[src/rtl/patch_record_byte_encoder_core_macros.svh]
// ----------------------------------------------------------------------------
// Patch record byte encoder assertion macros
// Concurrent check helpers, compiled out when NO_ASSERTIONS is set.
// ----------------------------------------------------------------------------
`ifndef PATCH_RECORD_BYTE_ENCODER_CORE_MACROS_SVH
`define PATCH_RECORD_BYTE_ENCODER_CORE_MACROS_SVH

`ifndef NO_ASSERTIONS
`define PREC_ASSERT_SAME(lbl, clk, rst_n, ante, cons, msg) \
    lbl: assert property (@(posedge clk) disable iff (!rst_n) (ante) |-> (cons)) \
        else $error(msg);
`define PREC_ASSERT_NEXT(lbl, clk, rst_n, ante, cons, msg) \
    lbl: assert property (@(posedge clk) disable iff (!rst_n) (ante) |=> (cons)) \
        else $error(msg);
`else
`define PREC_ASSERT_SAME(lbl, clk, rst_n, ante, cons, msg)
`define PREC_ASSERT_NEXT(lbl, clk, rst_n, ante, cons, msg)
`endif

`endif

[src/rtl/prec_pkg.sv]
// ----------------------------------------------------------------------------
// Patch record byte encoder package
// Command codes, header constants and the encoded frame type.
// ----------------------------------------------------------------------------
package prec_pkg;

    localparam int unsigned MAX_BYTES = 5;
    localparam int unsigned CNT_W     = 3;

    localparam logic [1:0] CMD_DELETE = 2'd0;
    localparam logic [1:0] CMD_INSERT = 2'd1;
    localparam logic [1:0] CMD_SUBST  = 2'd2;

    localparam logic [1:0] HDR_LONG_CODE = 2'b11;

    typedef logic [7:0]       byte_t;
    typedef logic [CNT_W-1:0] cnt_t;

    typedef struct packed {
        logic [MAX_BYTES-1:0][7:0] data;
        cnt_t                      cnt;
    } frame_t;

endpackage

[src/rtl/patch_record_byte_encoder_core.sv]
// ----------------------------------------------------------------------------
// Patch record byte encoder core
// Encodes edit records into a byte stream of headers and data bytes.
// ----------------------------------------------------------------------------
// Input channel: one edit record per beat (edit_cmd, target_addr, new_byte,
// group_len) on in_valid/in_ready. Output channel: one byte per beat
// (out_byte, last_of_item) on out_valid/out_ready; last_of_item marks the
// final byte of a record. A record yields 0 to 5 bytes; records that yield
// none (delete or reserved command inside a group) produce no beat at all.
// The first byte of a record passes the encode register and then the
// serializer's byte buffer before it is presented on out_byte.
// The serializer sends one byte per cycle while out_ready is high; a
// finished frame waits in the encode register while the serializer drains,
// so intake continues during output until the encode register is full.
// Reset clears the previous address and the pending group count to zero and
// empties both stages. When the receiver stalls, the serializer holds its
// byte, the encode register fills, and in_ready drops until space frees.
// ----------------------------------------------------------------------------
`include "patch_record_byte_encoder_core_macros.svh"

module patch_record_byte_encoder_core
(
    input  logic        clk,
    input  logic        rst_n,
    input  logic        in_valid,
    output logic        in_ready,
    input  logic [1:0]  edit_cmd,
    input  logic [15:0] target_addr,
    input  logic [7:0]  new_byte,
    input  logic [7:0]  group_len,
    output logic        out_valid,
    input  logic        out_ready,
    output logic [7:0]  out_byte,
    output logic        last_of_item
);

    logic              frame_vld;
    prec_pkg::frame_t  frame;
    logic              ser_ready;

    prec_encode u_encode
    (
        .clk         (clk),
        .rst_n       (rst_n),
        .in_valid    (in_valid),
        .in_ready    (in_ready),
        .edit_cmd    (edit_cmd),
        .target_addr (target_addr),
        .new_byte    (new_byte),
        .group_len   (group_len),
        .frame_vld   (frame_vld),
        .frame       (frame),
        .ser_ready   (ser_ready)
    );

    prec_serialize u_serialize
    (
        .clk          (clk),
        .rst_n        (rst_n),
        .frame_vld    (frame_vld),
        .frame        (frame),
        .ser_ready    (ser_ready),
        .out_valid    (out_valid),
        .out_ready    (out_ready),
        .out_byte     (out_byte),
        .last_of_item (last_of_item)
    );

    `PREC_ASSERT_SAME(a_frame_cnt, clk, rst_n, frame_vld,
        (frame.cnt != 3'd0) && (frame.cnt <= 3'd5), "frame byte count out of range")
    `PREC_ASSERT_NEXT(a_frame_hold, clk, rst_n, frame_vld && !ser_ready, frame_vld,
        "pending frame lost")
    `PREC_ASSERT_NEXT(a_record_contig, clk, rst_n, out_valid && out_ready && !last_of_item,
        out_valid, "record byte stream broken")

endmodule

[src/rtl/prec_encode.sv]
// ----------------------------------------------------------------------------
// Patch record encode stage
// Tracks address and group state, builds one record's byte frame.
// ----------------------------------------------------------------------------
module prec_encode
(
    input  logic                clk,
    input  logic                rst_n,
    input  logic                in_valid,
    output logic                in_ready,
    input  logic [1:0]          edit_cmd,
    input  logic [15:0]         target_addr,
    input  logic [7:0]          new_byte,
    input  logic [7:0]          group_len,
    output logic                frame_vld,
    output prec_pkg::frame_t    frame,
    input  logic                ser_ready
);

    logic              frame_vld_reg, frame_vld_next;
    prec_pkg::frame_t  frame_reg, frame_next;
    logic [15:0]       prev_addr_reg, prev_addr_next;
    logic [7:0]        pend_reg, pend_next;
    logic [15:0]       delta;
    logic              is_short;
    logic              start;
    logic              take;
    logic              accept;

    assign take     = frame_vld_reg && ser_ready;
    assign in_ready = !frame_vld_reg || take;
    assign accept   = in_valid && in_ready;
    assign delta    = target_addr - prev_addr_reg;
    assign is_short = (delta[15:6] == 10'd0);
    assign start    = (group_len != 8'd0);

    always_comb
    begin
        frame_next.data = '0;
        frame_next.cnt  = '0;
        pend_next       = pend_reg - 8'd1;
        if (pend_reg == 8'd0)
        begin
            pend_next = start ? (group_len - 8'd1) : 8'd0;
            if (is_short)
            begin
                if (start)
                begin
                    frame_next.data[0] = {prec_pkg::HDR_LONG_CODE, prec_pkg::HDR_LONG_CODE,
                                          edit_cmd, 2'b00};
                    frame_next.data[1] = group_len;
                    frame_next.data[2] = {2'b00, delta[5:0]};
                    frame_next.cnt     = 3'd3;
                end
                else
                begin
                    frame_next.data[0] = {edit_cmd, delta[5:0]};
                    frame_next.cnt     = 3'd1;
                end
            end
            else
            begin
                if (start)
                begin
                    frame_next.data[0] = {prec_pkg::HDR_LONG_CODE, prec_pkg::HDR_LONG_CODE,
                                          prec_pkg::HDR_LONG_CODE, edit_cmd};
                    frame_next.data[1] = group_len;
                    frame_next.data[2] = delta[15:8];
                    frame_next.data[3] = delta[7:0];
                    frame_next.cnt     = 3'd4;
                end
                else
                begin
                    frame_next.data[0] = {prec_pkg::HDR_LONG_CODE, edit_cmd, 4'b0000};
                    frame_next.data[1] = delta[15:8];
                    frame_next.data[2] = delta[7:0];
                    frame_next.cnt     = 3'd3;
                end
            end
        end
        if (edit_cmd == prec_pkg::CMD_INSERT || edit_cmd == prec_pkg::CMD_SUBST)
        begin
            frame_next.data[frame_next.cnt] = new_byte;
            frame_next.cnt                  = frame_next.cnt + 3'd1;
        end
    end

    always_comb
    begin
        prev_addr_next = prev_addr_reg;
        frame_vld_next = frame_vld_reg;
        if (take)
            frame_vld_next = 1'b0;
        if (accept)
        begin
            prev_addr_next = target_addr;
            frame_vld_next = (frame_next.cnt != 3'd0);
        end
    end

    always_ff @(posedge clk or negedge rst_n)
    begin
        if (!rst_n)
        begin
            frame_vld_reg <= 1'b0;
            prev_addr_reg <= 16'd0;
            pend_reg      <= 8'd0;
        end
        else
        begin
            frame_vld_reg <= frame_vld_next;
            prev_addr_reg <= prev_addr_next;
            if (accept)
                pend_reg <= pend_next;
        end
    end

    always_ff @(posedge clk)
    begin
        if (accept)
            frame_reg <= frame_next;
    end

    assign frame_vld = frame_vld_reg;
    assign frame     = frame_reg;

endmodule

[src/rtl/prec_serialize.sv]
// ----------------------------------------------------------------------------
// Patch record serializer
// Holds one frame and sends its bytes one beat at a time.
// ----------------------------------------------------------------------------
module prec_serialize
(
    input  logic                clk,
    input  logic                rst_n,
    input  logic                frame_vld,
    input  prec_pkg::frame_t    frame,
    output logic                ser_ready,
    output logic                out_valid,
    input  logic                out_ready,
    output logic [7:0]          out_byte,
    output logic                last_of_item
);

    logic              busy_reg, busy_next;
    prec_pkg::cnt_t    idx_reg, idx_next;
    prec_pkg::frame_t  buf_reg;
    logic              load;

    assign last_of_item = (idx_reg == (buf_reg.cnt - 3'd1));
    assign out_valid    = busy_reg;
    assign out_byte     = buf_reg.data[idx_reg];
    assign ser_ready    = !busy_reg || (out_ready && last_of_item);
    assign load         = frame_vld && ser_ready;

    always_comb
    begin
        busy_next = busy_reg;
        idx_next  = idx_reg;
        if (busy_reg && out_ready)
        begin
            if (last_of_item)
                busy_next = 1'b0;
            else
                idx_next = idx_reg + 3'd1;
        end
        if (load)
        begin
            busy_next = 1'b1;
            idx_next  = '0;
        end
    end

    always_ff @(posedge clk or negedge rst_n)
    begin
        if (!rst_n)
        begin
            busy_reg <= 1'b0;
            idx_reg  <= '0;
        end
        else
        begin
            busy_reg <= busy_next;
            idx_reg  <= idx_next;
        end
    end

    always_ff @(posedge clk)
    begin
        if (load)
            buf_reg <= frame;
    end

endmodule

[config.mk]
export PLATFORM = sky130hd
export DESIGN_NAME = patch_record_byte_encoder_core
export DESIGN_NICKNAME = d
export VERILOG_FILES = /design/src/rtl/prec_pkg.sv /design/src/rtl/patch_record_byte_encoder_core.sv /design/src/rtl/prec_encode.sv /design/src/rtl/prec_serialize.sv
export VERILOG_INCLUDE_DIRS = /design/src /design/src/rtl
export SDC_FILE = /design/constraint.sdc
export NUM_CORES = 1
export LEC_CHECK = 0
export ABC_AREA = 1
export BUFFER_PORTS_ARGS = -buffer_cell sky130_fd_sc_hd__buf_4
export CORE_ASPECT_RATIO = 0.8
export CORE_MARGIN = 3
export CORE_UTILIZATION = 55
export DETAILED_ROUTE_END_ITERATION = 8
export GPL_ROUTABILITY_DRIVEN = 0
export PLACE_DENSITY_LB_ADDON = 0.1
export SETUP_SLACK_MARGIN = 0.5
export SLEW_MARGIN = 0
export SYNTH_ARGS = -nofsm -noshare
export SYNTH_HDL_FRONTEND = slang
export SYNTH_HIERARCHICAL = 1
export SYNTH_SLANG_ARGS = --single-unit
[constraint.sdc]
create_clock -name clk -period 3.8 [get_ports clk]
set_clock_uncertainty 0.15 [all_clocks]
set_input_delay 1.14 -clock clk [delete_from_list [all_inputs] [get_ports clk]]
set_output_delay 1.14 -clock clk [all_outputs]
set_load 0.005 [all_outputs]
==> impl_metrics.py <==
metrics = {
    "sta": {
        "worst_pin_slew_ns": 0.602,
        "period_share_pct": 100,
        "hold_viol_final": 0,
        "setup_violations": 0,
        "slew_headroom_pct": 59.8,
        "period_needed_ns": 3.80,
        "tns_ns": 0,
        "grt_setup_unrepaired": "yes",
        "maxSlewViolCount": 0,
        "fmax_ghz": 0.263,
        "setup_ws_ns": 0.000166,
    },
    "flow_run": {
        "maxCapViolCount": 0,
    },
    "finish": {
        "stdcell_area_mm2": 0.00878,
        "n_antenna_cell": 0,
        "drive_above_1_share_pct": 33.7,
        "areaGrowthSynthToFinish_pct": 34.7,
        "layout.nets": 950,
        "stdcell_count": 1047,
    },
    "worst_hold_path": {
        "min_delay_path_depth": 0,
        "holdPathEnd": "u_serialize/buf_reg[33]",
        "hp-class": "reg2reg",
        "min_from": "u_encode/frame[33]",
    },
    "clock_network": {
        "cts_tree": "done",
        "cts_root_buffer": "clkbuf_16",
        "clk_latency_ns": 0.41,
        "htreeDepth": 4,
        "path_clk_slew_ns": 0.06,
        "ctsHoldBuffers": 0,
        "clockBufferDepth": 2,
        "cts_made_buffers": 17,
        "clock_sinks": 115,
    },
    "logic_synthesis": {
        "synth-seq-cells": 115,
        "synth_cells": 756,
        "ys_seq_area_share_pct": 50.7,
        "yosysWarnings": 6,
        "synth_cell_types": 44,
        "synthArstFlopShare_pct": 25.2,
        "syn_nets": 816,
        "synthFlopType": "edfxtp_1",
        "netlist_area_mm2": 0.00652,
        "synth_edf_count": 86,
        "avgSynthCellArea_um2": 8.62,
    },
    "setup_path": {
        "path_class": "in2reg",
        "reg2reg_depth": 20,
        "crit_chain": "buf_8 -> inv_12 -> ha_4 -> inv_4 -> fa_2 -> nand3_2 -> nand3_4 -> nand2_4 -> nand3b_1 -> nand2_2 -> nand3_2 -> nor2_4 -> nand3_4 -> ha_4 -> inv_2 -> nor2_4 -> nor3_4 -> nand2_2 -> nand2_2 -> inv_2 -> o21ai_1 -> o21ai_1",
        "regToRegStartpoint": "u_encode/prev_addr_reg[0]",
        "start_kind": "input port",
        "cp_num_buf_inv": 5,
        "critPathArrivalTime_ns": 3.80,
        "endpoint_kind": "register",
        "critPathTopFamily": "simple AND/OR/NAND/NOR gates",
        "reg2reg_to": "u_encode/frame[9]",
        "ff2ff_setup_slack_ns": 0.45,
        "slowest_stage": "fa_2",
        "required_ns": 3.80,
        "slowest_delay_ns": 0.34,
        "startpoint": "target_addr[0]",
        "crit_top_cell": "nand2_2",
        "critPathMaxFanout": 5,
    },
    "global_routing": {
        "grt_pass1_wl_um": 29200,
        "first_global_vias": 5789,
        "grt_max_degree": 44,
        "grt-ovfl-total": 0,
        "grt_usage_pct": 29.0,
        "antenna_found_initial": 0,
    },
    "drt": {
        "detail-route-antenna-nets": 0,
        "vias": 5978,
        "drc_errors": 0,
        "avgRoutedWirePerCell_um": 17.8,
        "dr.pass1.iters": 5,
        "wirelength_um": 18700,
        "drt_iter0_markers": 691,
        "routed_via_density": 5.71,
    },
    "power_and_ir_drop": {
        "p_leak_nw": 3.85,
        "ir_drop_uv": 450,
        "p_per_area_mw_per_mm2": 747,
        "total_power_mw": 6.56,
    },
    "die": {
        "dieWidth_um": 128,
        "start_util_pct": 58.0,
        "die_height_um": 103,
        "die_area_mm2": 0.0132,
        "io_pins": 49,
        "core-area_mm2": 0.0112,
        "rows": 34,
    },
    "place": {
        "io_buffers": 48,
        "placed_area_mm2": 0.00755,
        "dpl_worst_slack_ns": -0.528,
        "hpwl_um": 12500,
        "dp_cells": 993,
    },
    "run_status": {
        "outcome": "completed",
    },
}
## how the worst max path moves through the flow
stage / end / cells past startpoint / slack (ns)
after global routing: u_encode/frame[9] / 22 / -0.11
after global placement: u_encode/frame_vld / 24 / -0.47
after detailed placement: u_encode/frame_vld / 24 / -0.53
after floorplan: u_encode/frame[11] / 24 / -0.23
after CTS: u_encode/frame[9] / 24 / 0.15
final: u_encode/frame[9] / 22 / 0.0002
## layout make-up
type                       instances  area (um2)
clock buffer                      17         425
clock inverter                    15         133
fill                             724        2450
inverter                         114         455
multi-input combinational        512        3250
sequential                       115        3310
tap                              144         180
timing repair buffer             130        1030
## cells in the final DEF, fill, tap and decap left out, types with 8 or more instances in the layout
cell type and instances:
nor2_2 11, o21ai_0 32, ha_4 14, nor2_1 34, o21ai_1 19, buf_4 117, a32o_1 8, nand4_1 13
inv_1 88, dfrtp_1 28, nand3_2 12, xor2_1 11, buf_6 12, nand2_1 190, nand2_4 13, nand3_1 42
edfxtp_1 86, a21oi_1 13, clkbuf_16 17, nand2_2 25, inv_2 21
## stage by stage
| stage | hold slack, ns | util, % |
|---|---|---|
| 2_1_floorplan | 0.250 | - |
| 3_3_place_gp | 0.252 | 67.2 |
| 3_5_place_dp | 0.255 | 67.2 |
| 4_1_cts | 0.260 | 76.5 |
| 5_1_grt | 0.268 | 78.2 |
| 6_report | 0.260 | 78.2 |
## metal layers
metal,track usage (%),part of all wire (%),up-vias
li1,-,-,2800
met1,38.2,41,2834
met2,46.8,48,301
met3,8.06,9.5,43
met4,10.1,2.1,0
met5,0,0,-
## where the power goes
part           total, mW  internal [mW]  leakage [nW]  switching [mW]
Combinational       3.19           1.32          2.44            1.87
Clock               1.51          0.901         0.266           0.609
Sequential          1.86           1.72          1.15           0.141
Total               6.56           3.94          3.85            2.62
## what timing repair did
| action | 4_1_cts | 5_1_grt |
|---|---|---|
| resized for setup | 77 | 40 |
| setup endpoints to repair | 45 | 46 |
| cloned | 1 | 0 |
| setup buffers | 13 | 8 |
| pin swaps | 22 | 8 |
## cells in the mapped netlist, types with 3 or more instances
cell type	count	share of area [%]
nand2_1	215	12
inv_1	97	5.6
edfxtp_1	86	40
nand3_1	53	4.1
nor2_1	44	2.5
o21ai_0	42	3.2
dfrtp_1	29	11
ha_1	21	4.0
a21oi_1	16	1.2
inv_2	16	0.92
o21ai_1	16	1.2
nand2_2	13	1.2
nand4_1	13	1.2
o22ai_1	11	1.1
xor2_1	11	1.5
clkbuf_1	9	0.52
nor3_1	9	0.69
a32o_1	8	1.2
nor2_2	4	0.38
nor2_4	4	0.69
buf_2	3	0.23
buf_6	3	0.52
nand3_2	3	0.46
nand3b_1	3	0.35
o211ai_1	3	0.35
or2_2	3	0.29
xnor2_1	3	0.40
## kinds of logic after synthesis
family / synth area share (%)
XOR/XNOR: 1.88
flip-flops: 50.7
adder cells (fa/ha/maj): 4.34
AND/OR/NAND/NOR: 25.6
AO/OA/AOI/OAI: 9.50
buffers and inverters: 7.95
No activity file was read; power rests on OpenSTA's default activity.
